===== src/design/imte_pkg.sv =====
// Shared types and constants of the I2C master transaction engine.
`timescale 1ns / 1ps
`default_nettype none
package imte_pkg;
  localparam logic [1:0] OP_TICK  = 2'd0;
  localparam logic [1:0] OP_BEGIN = 2'd1;
  localparam logic [1:0] OP_DATA  = 2'd2;
  localparam logic [2:0] KIND_WRITE  = 3'd0;
  localparam logic [2:0] KIND_READ   = 3'd1;
  localparam logic [2:0] KIND_REG_WR = 3'd2;
  localparam logic [2:0] KIND_REG_RD = 3'd3;
  localparam logic [2:0] KIND_PROBE  = 3'd4;
  localparam logic [15:0] DEFAULT_TICKS = 16'd20;
  localparam logic [0:0] CFG_ADDR  = 1'b0;
  localparam logic [0:0] CFG_TICKS = 1'b1;
  localparam int QDEPTH = 2;

  // Classified word passed from front to back.
  typedef struct packed {
    logic       is_tick;
    logic       is_begin;
    logic       is_data;
    logic [2:0] kind;
    logic [7:0] reg_num;
    logic [7:0] count;
    logic [7:0] wbyte;
    logic       sda;
  } item_t;

  // Result word.
  typedef struct packed {
    logic       scl;
    logic       sda;
    logic [7:0] rbyte;
    logic       rvalid;
    logic       want;
    logic       fin;
    logic       status;
    logic       busy;
  } result_t;
endpackage
`default_nettype wire


===== src/design/imte_front.sv =====
// Front end: accepts input words, classifies them and queues them.
`timescale 1ns / 1ps
`default_nettype none
module imte_front (
  input  wire logic             clk,
  input  wire logic             rst,
  input  wire logic             in_valid,
  output logic                  in_stall,
  input  wire logic [1:0]       operation,
  input  wire logic [2:0]       command_kind,
  input  wire logic [7:0]       register_number,
  input  wire logic [7:0]       byte_count,
  input  wire logic [7:0]       write_byte,
  input  wire logic             sda_sample,
  output logic                  q_valid,
  output imte_pkg::item_t       q_item,
  input  wire logic             q_take
);
  import imte_pkg::*;

  item_t      mem [QDEPTH];
  logic       wr_ptr;
  logic       rd_ptr;
  logic [1:0] count;
  item_t      cls;
  logic       push;
  logic       pop;

  // Classify the incoming word; operation 3 acts as a tick.
  always_comb begin
    cls.is_begin = (operation == OP_BEGIN);
    cls.is_data  = (operation == OP_DATA);
    cls.is_tick  = !(cls.is_begin || cls.is_data);
    cls.kind     = command_kind;
    cls.reg_num  = register_number;
    cls.count    = byte_count;
    cls.wbyte    = write_byte;
    cls.sda      = sda_sample;
  end

  assign in_stall = (count == 2'(QDEPTH));
  assign push     = in_valid && !in_stall;
  assign q_valid  = (count != 2'd0);
  assign pop      = q_valid && q_take;
  assign q_item   = mem[rd_ptr];

  // Hold queue storage.
  always_ff @(posedge clk) begin
    if (push) begin
      mem[wr_ptr] <= cls;
    end
  end

  // Advance queue pointers.
  always_ff @(posedge clk) begin
    if (rst) begin
      wr_ptr <= 1'b0;
      rd_ptr <= 1'b0;
      count  <= 2'd0;
    end else begin
      if (push) wr_ptr <= ~wr_ptr;
      if (pop) rd_ptr <= ~rd_ptr;
      count <= count + 2'(push) - 2'(pop);
    end
  end
endmodule
`default_nettype wire


===== src/design/imte_back.sv =====
// Back end: bus sequencer, one queued word per cycle unless stalled.
`timescale 1ns / 1ps
`default_nettype none
module imte_back (
  input  wire logic            clk,
  input  wire logic            rst,
  input  wire logic            cfg_we,
  input  wire logic [0:0]      cfg_idx,
  input  wire logic [15:0]     cfg_data,
  input  wire logic            q_valid,
  input  wire imte_pkg::item_t q_item,
  output logic                 q_take,
  output logic                 out_valid,
  input  wire logic            out_stall,
  output imte_pkg::result_t    res
);
  import imte_pkg::*;

  typedef enum logic [4:0] {
    S_IDLE, S_START_A, S_START_B, S_START_C, S_WBIT_A, S_WBIT_B, S_WBIT_C,
    S_CHK_A, S_CHK_B, S_CHK_C, S_RBIT_A, S_RBIT_B, S_MACK_A, S_MACK_B,
    S_MACK_C, S_STOP, S_WAIT_DATA
  } step_t;
  typedef enum logic [1:0] {R_ADDR_W, R_ADDR_R, R_REG, R_DATA} role_t;

  logic [6:0]  dev_addr;
  logic [15:0] ticks;
  step_t       step, step_next;
  logic [15:0] timer, timer_next;
  logic [2:0]  bit_index, bit_index_next;
  logic [7:0]  shift_byte, shift_byte_next;
  logic [7:0]  bytes_left, bytes_left_next;
  logic [2:0]  kind, kind_next;
  logic [7:0]  act_reg, act_reg_next;
  logic [1:0]  drive, drive_next;
  role_t       role, role_next;
  logic        nack, nack_next;
  logic        err, err_next;
  result_t     res_next;
  logic [15:0] load;
  logic        adv;

  assign load   = (ticks == 16'd0) ? 16'd1 : ticks;
  assign adv    = !out_valid || !out_stall;
  assign q_take = adv;

  // Compute the next sequencer state for the queued word.
  always_comb begin
    step_next       = step;
    timer_next      = timer;
    bit_index_next  = bit_index;
    shift_byte_next = shift_byte;
    bytes_left_next = bytes_left;
    kind_next       = kind;
    act_reg_next    = act_reg;
    drive_next      = drive;
    role_next       = role;
    nack_next       = nack;
    err_next        = err;
    res_next        = '0;
    if (q_item.is_begin) begin
      if (step == S_IDLE && q_item.kind <= KIND_PROBE) begin
        kind_next       = q_item.kind;
        act_reg_next    = q_item.reg_num;
        bytes_left_next = q_item.count;
        nack_next       = 1'b0;
        err_next        = 1'b0;
        role_next       = (q_item.kind == KIND_READ) ? R_ADDR_R : R_ADDR_W;
        step_next       = S_START_A;
        drive_next      = 2'b11;
        timer_next      = load;
      end
    end else if (q_item.is_data) begin
      if (step == S_WAIT_DATA) begin
        if (bytes_left != 8'd0) bytes_left_next = bytes_left - 8'd1;
        shift_byte_next = q_item.wbyte;
        bit_index_next  = 3'd0;
        role_next       = R_DATA;
        step_next       = S_WBIT_A;
        drive_next      = {1'b0, q_item.wbyte[7]};
        timer_next      = load;
      end
    end else if (step != S_IDLE && step != S_WAIT_DATA) begin
      if (timer > 16'd1) begin
        timer_next = timer - 16'd1;
      end else begin
        timer_next = load;
        case (step)
          S_START_A: begin
            step_next = S_START_B; drive_next = 2'b10;
          end
          S_START_B: begin
            step_next = S_START_C; drive_next = 2'b00;
          end
          S_START_C: begin
            shift_byte_next = {dev_addr, role == R_ADDR_R};
            bit_index_next  = 3'd0;
            step_next       = S_WBIT_A;
            drive_next      = {1'b0, dev_addr[6]};
          end
          S_WBIT_A: begin
            step_next = S_WBIT_B; drive_next = {1'b1, shift_byte[7]};
          end
          S_WBIT_B: begin
            step_next  = S_WBIT_C;
            drive_next = {1'b0, (bit_index == 3'd7) ? 1'b1 : shift_byte[7]};
          end
          S_WBIT_C: begin
            if (bit_index == 3'd7) begin
              step_next = S_CHK_A; drive_next = 2'b01;
            end else begin
              shift_byte_next = {shift_byte[6:0], 1'b0};
              bit_index_next  = bit_index + 3'd1;
              step_next       = S_WBIT_A;
              drive_next      = {1'b0, shift_byte[6]};
            end
          end
          S_CHK_A: begin
            step_next = S_CHK_B; drive_next = 2'b11;
          end
          S_CHK_B: begin
            nack_next = q_item.sda; step_next = S_CHK_C; drive_next = 2'b01;
          end
          S_CHK_C: begin
            // Decide what follows the acknowledge slot by byte role.
            case (role)
              R_ADDR_W: begin
                if (kind == KIND_PROBE) begin
                  err_next = nack; step_next = S_STOP; drive_next = 2'b10;
                end else if (kind == KIND_WRITE && nack) begin
                  step_next = S_IDLE; timer_next = '0;
                  res_next.fin = 1'b1; res_next.status = 1'b1;
                end else if (kind == KIND_WRITE) begin
                  if (bytes_left == 8'd0) begin
                    err_next = 1'b0; step_next = S_STOP; drive_next = 2'b10;
                  end else begin
                    step_next = S_WAIT_DATA; timer_next = '0;
                  end
                end else begin
                  shift_byte_next = act_reg;
                  bit_index_next  = 3'd0;
                  role_next       = R_REG;
                  step_next       = S_WBIT_A;
                  drive_next      = {1'b0, act_reg[7]};
                end
              end
              R_ADDR_R: begin
                if (nack) begin
                  step_next = S_IDLE; timer_next = '0;
                  res_next.fin = 1'b1; res_next.status = 1'b1;
                end else if (bytes_left == 8'd0) begin
                  err_next = 1'b0; step_next = S_STOP; drive_next = 2'b10;
                end else begin
                  bit_index_next = 3'd0; shift_byte_next = '0;
                  step_next = S_RBIT_A; drive_next = 2'b11;
                end
              end
              R_REG: begin
                if (kind == KIND_REG_RD || bytes_left == 8'd0) begin
                  err_next = 1'b0; step_next = S_STOP; drive_next = 2'b10;
                end else begin
                  step_next = S_WAIT_DATA; timer_next = '0;
                end
              end
              default: begin
                if (nack || bytes_left == 8'd0) begin
                  err_next = nack; step_next = S_STOP; drive_next = 2'b10;
                end else begin
                  step_next = S_WAIT_DATA; timer_next = '0;
                end
              end
            endcase
          end
          S_RBIT_A: begin
            shift_byte_next = {shift_byte[6:0], q_item.sda};
            step_next = S_RBIT_B; drive_next = 2'b01;
          end
          S_RBIT_B: begin
            if (bit_index == 3'd7) begin
              res_next.rbyte  = shift_byte;
              res_next.rvalid = 1'b1;
              bytes_left_next = (bytes_left != 8'd0) ? bytes_left - 8'd1 : 8'd0;
              step_next       = S_MACK_A;
              drive_next      = {1'b0, bytes_left_next == 8'd0};
            end else begin
              bit_index_next = bit_index + 3'd1;
              step_next = S_RBIT_A; drive_next = 2'b11;
            end
          end
          S_MACK_A: begin
            step_next = S_MACK_B; drive_next = {1'b1, bytes_left == 8'd0};
          end
          S_MACK_B: begin
            step_next = S_MACK_C; drive_next = {1'b0, bytes_left == 8'd0};
          end
          S_MACK_C: begin
            if (bytes_left != 8'd0) begin
              bit_index_next = 3'd0; shift_byte_next = '0;
              step_next = S_RBIT_A; drive_next = 2'b11;
            end else begin
              err_next = 1'b0; step_next = S_STOP; drive_next = 2'b10;
            end
          end
          S_STOP: begin
            drive_next = 2'b11;
            if (kind == KIND_REG_RD && role == R_REG) begin
              role_next = R_ADDR_R; step_next = S_START_A;
            end else begin
              step_next = S_IDLE; timer_next = '0;
              res_next.fin = 1'b1; res_next.status = err;
            end
          end
          default: begin
            step_next = S_IDLE; timer_next = '0;
          end
        endcase
      end
    end
    res_next.scl  = drive_next[1];
    res_next.sda  = drive_next[0];
    res_next.want = (step_next == S_WAIT_DATA);
    res_next.busy = (step_next != S_IDLE);
  end

  // Hold configuration registers.
  always_ff @(posedge clk) begin
    if (rst) begin
      dev_addr <= '0;
      ticks    <= DEFAULT_TICKS;
    end else if (cfg_we) begin
      if (cfg_idx == CFG_ADDR) dev_addr <= cfg_data[6:0];
      else ticks <= cfg_data;
    end
  end

  // Advance the sequencer and register the result word.
  always_ff @(posedge clk) begin
    if (rst) begin
      step       <= S_IDLE;
      timer      <= '0;
      bit_index  <= '0;
      shift_byte <= '0;
      bytes_left <= '0;
      kind       <= '0;
      act_reg    <= '0;
      drive      <= 2'b11;
      role       <= R_ADDR_W;
      nack       <= 1'b0;
      err        <= 1'b0;
      out_valid  <= 1'b0;
    end else if (adv) begin
      out_valid <= q_valid;
      if (q_valid) begin
        step       <= step_next;
        timer      <= timer_next;
        bit_index  <= bit_index_next;
        shift_byte <= shift_byte_next;
        bytes_left <= bytes_left_next;
        kind       <= kind_next;
        act_reg    <= act_reg_next;
        drive      <= drive_next;
        role       <= role_next;
        nack       <= nack_next;
        err        <= err_next;
      end
    end
  end

  // Hold the result payload while stalled.
  always_ff @(posedge clk) begin
    if (adv && q_valid) res <= res_next;
  end
endmodule
`default_nettype wire


===== src/design/i2c_master_transaction_engine.sv =====
// Top level of the I2C master transaction engine.
// A word accepted enters a two-entry input queue; the sequencer takes it from there,
// and its result word is registered in one result register.
// Throughput: one word per cycle unless out_stall is high; the sequencer then holds.
// Reset: synchronous rst empties the queue and idles the sequencer, drives released,
// address 0 and 20 ticks per phase.
`timescale 1ns / 1ps
`default_nettype none
module i2c_master_transaction_engine (
  input  wire logic        clk,
  input  wire logic        rst,
  input  wire logic        cfg_we,
  input  wire logic [0:0]  cfg_idx,
  input  wire logic [15:0] cfg_data,
  input  wire logic        in_valid,
  output logic             in_stall,
  input  wire logic [1:0]  operation,
  input  wire logic [2:0]  command_kind,
  input  wire logic [7:0]  register_number,
  input  wire logic [7:0]  byte_count,
  input  wire logic [7:0]  write_byte,
  input  wire logic        sda_sample,
  output logic             out_valid,
  input  wire logic        out_stall,
  output logic             scl_release,
  output logic             sda_release,
  output logic [7:0]       read_byte,
  output logic             read_valid,
  output logic             want_data,
  output logic             finished,
  output logic             status_code,
  output logic             busy_res
);
  import imte_pkg::*;

  logic    q_valid;
  logic    q_take;
  item_t   q_item;
  result_t res;

  imte_front u_front (
    .clk, .rst, .in_valid, .in_stall, .operation, .command_kind,
    .register_number, .byte_count, .write_byte, .sda_sample,
    .q_valid, .q_item, .q_take
  );

  imte_back u_back (
    .clk, .rst, .cfg_we, .cfg_idx, .cfg_data, .q_valid, .q_item, .q_take,
    .out_valid, .out_stall, .res
  );

  assign scl_release = res.scl;
  assign sda_release = res.sda;
  assign read_byte   = res.rbyte;
  assign read_valid  = res.rvalid;
  assign want_data   = res.want;
  assign finished    = res.fin;
  assign status_code = res.status;
  assign busy_res    = res.busy;
endmodule
`default_nettype wire


===== config.mk =====
export PLATFORM = sky130hd
export DESIGN_NAME = i2c_master_transaction_engine
export DESIGN_NICKNAME = d
export VERILOG_FILES = /design/src/design/imte_pkg.sv /design/src/design/imte_front.sv /design/src/design/imte_back.sv /design/src/design/i2c_master_transaction_engine.sv
export SDC_FILE = /design/constraint.sdc
export NUM_CORES = 1
export LEC_CHECK = 0
export BUFFER_PORTS_ARGS = -buffer_cell sky130_fd_sc_hd__buf_2
export CAP_MARGIN = 15
export CORE_MARGIN = 3
export CORE_UTILIZATION = 45
export CTS_BUF_LIST = sky130_fd_sc_hd__clkbuf_8
export DETAILED_ROUTE_END_ITERATION = 10
export RECOVER_POWER = 50
export SYNTH_ARGS = -nofsm -noshare
export SYNTH_HDL_FRONTEND = slang
export SYNTH_SLANG_ARGS = --single-unit

===== constraint.sdc =====
create_clock -name clk -period 8.3 [get_ports clk]
set_input_delay 1.245 -clock clk [delete_from_list [all_inputs] [get_ports clk]]
set_output_delay 1.245 -clock clk [all_outputs]
set_load 0.02 [all_outputs]

# --- Word level (Yosys, flattened, before mapping) ---
# Memories as Yosys holds them, arrays and structs flattened. A register that Yosys moved wholly into a read port is not among the register bits.
# Index checks and enable logic that the tools add are counted.
# W data, S select, Z words.
word_totals:
  register_bits: 100
  ramBits: 62
  in_bits: 52
  output_inout_bits: 17
  elab_cells: 284
  memories: 1
memory_table:
  columns: ["name", "depth", "word_bits", "read_ports", "rd_clocked_by_memory_dff", "wr", "line", "rtl"]
  rows:
  - ["u_front.mem", 2, 31, 1, 1, 1, "imte_front.sv:21", "item_t mem [QDEPTH];"]
classes:
  add_sub_neg: 5
  n_lt_le_gt_ge: 2
  n_eq_ne: 55
  muxes: 137
  bitwise_logic: 7
  reduce_logical: 52
op_table:
  columns: ["op", "count"]
  rows:
  - ["$mux W16", 15]
  - ["$mux W8", 21]
  - ["$pmux W16 S3", 2]
  - ["$pmux W5 S15", 1]
  - ["$mux W5", 13]
  - ["$mux W2", 30]
  - ["$mux W3", 14]
  - ["$eq A5 B4 Y1 const B", 8]
  - ["$pmux W8 S5", 1]
  - ["$ne A4 B4 Y1 const B", 9]
  - ["$reduce_and A15 Y1", 2]
  - ["$mux W1", 29]
  - ["$pmux W2 S13", 1]
  - ["$eq A5 B3 Y1 const B", 4]
  - ["$gt A16 B1 Y1 const B", 1]
  - ["$logic_not A16 Y1", 1]
  - ["$logic_not A8 Y1", 2]
  - ["$pmux W8 S2", 1]
  - ["$sub A16 B1 Y16 const B", 1]
  - ["$pmux W5 S3", 1]
  - ["$reduce_bool A5 Y1", 3]
  - ["$reduce_and A13 Y1", 1]
  - ["$reduce_or A13 Y1", 1]
  - ["$ne A3 B3 Y1 const B", 4]
  - ["51 further kinds", 92]

# --- Longest topological paths before layout ---
logic_depth:
  word_depth: 12
  ltp_mapped: 11
  mapped_depth_nobuf: 9

# --- Cells and area by module ---
# Synthesis repeated with hierarchy kept, for this count alone.
hier_totals:
  hier_cells: 878
  area_unflattened_um2: 8320.5
by_module_without_submodules:
  columns: ["module", "n_inst", "cells_per_inst", "area_per_inst_um2", "seq_area_each_um2"]
  rows:
  - ["imte_back", 1, 751, 5825.6, 2072.0]
  - ["imte_front", 1, 127, 2494.9, 1961.9]

# --- Worst setup path after synthesis ---
# Ideal clock, no wire load.
synth_path:
  path_kind: "input -> register"
  startpoint: "input out_stall"
  endpoint: "register u_front.count[1]"
  setup_ns: 0.128
  arrival_ns: 3.033
  t_required_ns: 8.172
  setup_slack_ns: 5.139
  stages: 9
  path_buffers: 0
  cell_sequence: "nand2_1 -> o21ai_0 -> clkinv_1 -> ha_1 -> inv_1 -> ha_1 -> xor2_1 -> xnor2_1 -> nor2_1"
synth_via:
  elab_chain_len: 4
synth_lines:
  columns: ["item", "line", "rtl"]
  rows:
  - ["start: declaration", "i2c_master_transaction_engine.sv:24", "input wire logic out_stall,"]
  - ["$logic_not A1 Y1", "imte_back.sv:44", "assign adv = !out_valid || !out_stall;"]
  - ["$logic_or A1 B1 Y1", "imte_back.sv:44", null]
  - ["$logic_and A1 B1 Y1", "imte_front.sv:44", "assign pop = q_valid && q_take;"]
  - ["via u_front.pop", "imte_front.sv:27", "logic pop;"]
  - ["$sub A2 B1 Y2", "imte_front.sv:63", "count <= count + 2'(push) - 2'(pop);"]
  - ["end signal: assignment", "imte_front.sv:63", null]
  - ["end: declaration", "imte_front.sv:24", "logic [1:0] count;"]
# The timed path passes the listed nets, and every way through them passes these cells.
# A chain may end at the register's enable or synchronous reset.

==> summary.md <==
| Metric | Value |
|---|---|
| Hold Fails Final Rpt | `0` |
| Final cell area excluding filler cells | `9010 µm²` |
| Post-CTS Hold Buffers | `0` |
| Worst setup SP type | `input port` |
| Async set-or-reset flop fraction in the synthesized netlist | `0%` |
| Post-Syn Area per Cell | `9.38 µm²` |
| Fin nets | `964` |
| Drt wl/cell | `19.7 µm` |
| Initial Util | `46.5%` |
| Fmax | `0.216 GHz` |
| CTS tree | `yes` |
| Clock Pin Slew Worst Setup and Hold Paths | `0.09 ns` |
| Area of the core | `17,500 µm²` |
| Critical Path RT | `8.64 ns` |
| Pwr dens | `399 nW/µm²` |
| GPL Wtd Cong | `0.965` |
| Arr. time, crit path | `4.97 ns` |
| Post-detail-place hpwl | `16,000 µm` |
| Placed Cells | `1,110` |
| Syn-to-layout area delta | `10.9%` |
| Grt ovf | `0` |
| Synth Flop Type | `dfxtp_1` |
| H-tree depth | `4` |
| Antenna Cells | `0` |
| DRC | `0` |
| Pre-CTS setup slack | `4.01 ns` |
| Area contributors post-synth | `edfxtp_1, dfxtp_1, a21oi_1` |
| Vias per Instance | `6.04` |
| Failing checks | `max-capacitance violations, max-slew violations` |
| Top flop regs | `u_front.mem (60), u_back.ticks (16), u_back.timer (16)` |
| Buffers on Ports | `68` |
| Final setup fails | `0` |
| Post-CTS Setup Repair Bufs | `0` |
| Biggest register | `u_front.mem` |
| R2r startpoint | `u_back.step[0]$_SDFFE_PP0P_` |
| Vias in the first global route | `6,482` |
| Post-Syn Area | `8120 µm²` |
| WL final | `22,500 µm` |
| Number of synthesized flops with an enable pin | `75` |
| Area of the multi-input gates | `3850 µm²` |
| Top Ports | `69` |
| Final Cycle Share | `55.7%` |
| CTS buffer count | `17` |
| P_leak | `3.20 nW` |
| Hold Crit Class | `flop to flop` |
| Synth top area share | `27.7%` |
| Slew margin rel. | `-174%` |
| Chip width | `140 µm` |
| Most common cell after layout, fill and taps aside | `nand2_1` |
| Clk root buf | `clkbuf_8` |
| Cells on worst reg2reg path | `7` |
| Least-Margin Pin Slew | `4.11 ns` |
| RSZ-0062 raised after global routing | `false` |
| Status | `finished, violations left` |
| Min Clock Period, post-route | `4.62 ns` |
| Critical-path cell list | `buf_2 -> clkbuf_1 -> nor3_1 -> nand2_1 -> nor3_1 -> a21oi_1 -> o22ai_1` |
| Initial antenna violation count | `0` |
| Critical Path Sink Type | `flop` |
| Resize count post-CTS | `0` |
| Register area share after synthesis | `48.9%` |
| Synth area leader | `edfxtp_1` |
| Max-Cap Viols | `1` |
| Initial DRT Pass Iterations | `7` |
| First-pass GRT wire length | `36,000 µm` |
| Filler instances | `1,608` |
| Routed Antenna Nets | `0` |
| Row count | `48` |
| Syn_nets | `926` |
| Clock Path Buffers | `2` |
| FF-to-FF End | `u_back.role[0]$_SDFFE_PP0P_` |
| Commonest cells after routing, fill and taps aside | `nand2_1, dfxtp_1, nor2_1, edfxtp_1, a21oi_1` |
| CP max stage delay | `2.85 ns` |
| Placed cell area | `8580 µm²` |
| CP Max Fanout | `90` |
| Setup TNS Final | `0 ns` |
| Worst-Skew Late Latency | `0.47 ns` |
| Yosys warnings | `0` |
| Clock skew | `0.0159 ns` |
| GRT Total Usage | `23.0%` |
| Most frequent CP cell | `nor3_1` |
| Maximum VDD drop | `0.177 mV` |
| Die Height | `140 µm` |
| Clock sinks | `161` |
| Starting DRT DRC Count | `741` |
| Setup CP Type | `input port to flop` |
| Slowest CP cell | `clkbuf_1` |
| Mapped Cells | `866` |
| Setup ws final | `3.68 ns` |
| Pin count of the biggest net entering global routing | `91` |
| Crit path to | `u_back.err$_SDFFE_PP0P_` |
| Share of layout cells above drive strength 1 | `12.9%` |
| R2R Setup Slk | `4.66 ns` |
| Cell variety after synth | `77` |
| Layout Cells excl Fill | `1,142` |
| Vias | `6,895` |
| Synthesis-stage register bit count | `161` |
| Final slew viol count | `91` |
| Max FFs per register | `60` |
| CP Launch Point | `rst` |
| Hold Worst Slack | `0.472 ns` |
| Die Area | `19,700 µm²` |
| FF/Latch Area | `3970 µm²` |
-- stage by stage --
stage                     utilization (%)  power [mW]
final                                51.5        3.59
after global routing                 51.5        3.84
after CTS                            51.7        3.58
after detailed placement             49.1        2.91
after global placement               49.1        2.86
after floorplan                         -        2.45
-- report_power, final --
group / switching (mW) / internal (mW)
registers: 0.170 / 1.02
logic: 1.13 / 0.605
clock network: 0.325 / 0.338
-- Yosys cell counts (10+ instances only) --
master	number
nor3_1	36
dfxtp_1	86
inv_1	17
nand2_1	87
edfxtp_1	75
a211oi_1	28
a31oi_1	10
a211o_1	10
o21ai_0	43
nor4_1	15
and2_1	13
nand2b_1	13
clkbuf_1	41
nor2_1	79
a21oi_1	69
nor2b_1	19
nand3_1	21
mux2i_1	20
-- cell families after synthesis --
family | after synthesis | synth area share, %
and+or+nand+nor | 338 | 21.1
DFF | 161 | 48.9
muxes | 26 | 3.43
xor gates and xnor gates | 13 | 1.40
buffers and inverters | 76 | 3.74
AOI/OAI and AO/OA | 244 | 20.2
adders and majority gates | 8 | 1.23
-- final cells by class --
| type | instances | area share [%] |
|---|---|---|
| Clock inverter | 15 | 2.42 |
| Inverter | 18 | 0.750 |
| Multi-Input combinational cell | 629 | 42.7 |
| Sequential cell | 161 | 44.1 |
| Tap cell | 225 | 3.13 |
| Clock buffer | 17 | 2.60 |
| Timing Repair Buffer | 77 | 4.24 |
-- how the worst min path moves through the flow --
stage	startpoint	endpoint	slack, ns	cells past startpoint
after floorplan	u_back.shift_byte[7]$_SDFFE_PP0P_	u_back.shift_byte[7]$_SDFFE_PP0P_	0.44	2
after global placement	u_back.bit_index[2]$_SDFFE_PP0P_	u_back.bit_index[2]$_SDFFE_PP0P_	0.46	2
after detailed placement	u_back.shift_byte[7]$_SDFFE_PP0P_	u_back.shift_byte[7]$_SDFFE_PP0P_	0.46	2
after CTS	u_back.shift_byte[7]$_SDFFE_PP0P_	u_back.shift_byte[7]$_SDFFE_PP0P_	0.48	2
after global routing	u_back.ticks[6]$_SDFFE_PP0P_	u_back.ticks[6]$_SDFFE_PP0P_	0.51	2
final	u_back.shift_byte[7]$_SDFFE_PP0P_	u_back.shift_byte[7]$_SDFFE_PP0P_	0.47	2
-- per-layer routing --
layer  track usage, %  wire length (µm)  share of wire (%)
met5                0                 0                  0
met4             9.13               748                3.3
met3             4.75              1360                6.1
met2             34.1             10100                 45
met1             32.9             10200                 46
-- worst max-delay path, delay by kind of cell --
kind	cells	cell delay (ns)
buf+inv	2	2.92
simple gates	3	0.49
compound gates	2	0.25
No activity file was read; power rests on OpenSTA's default activity.
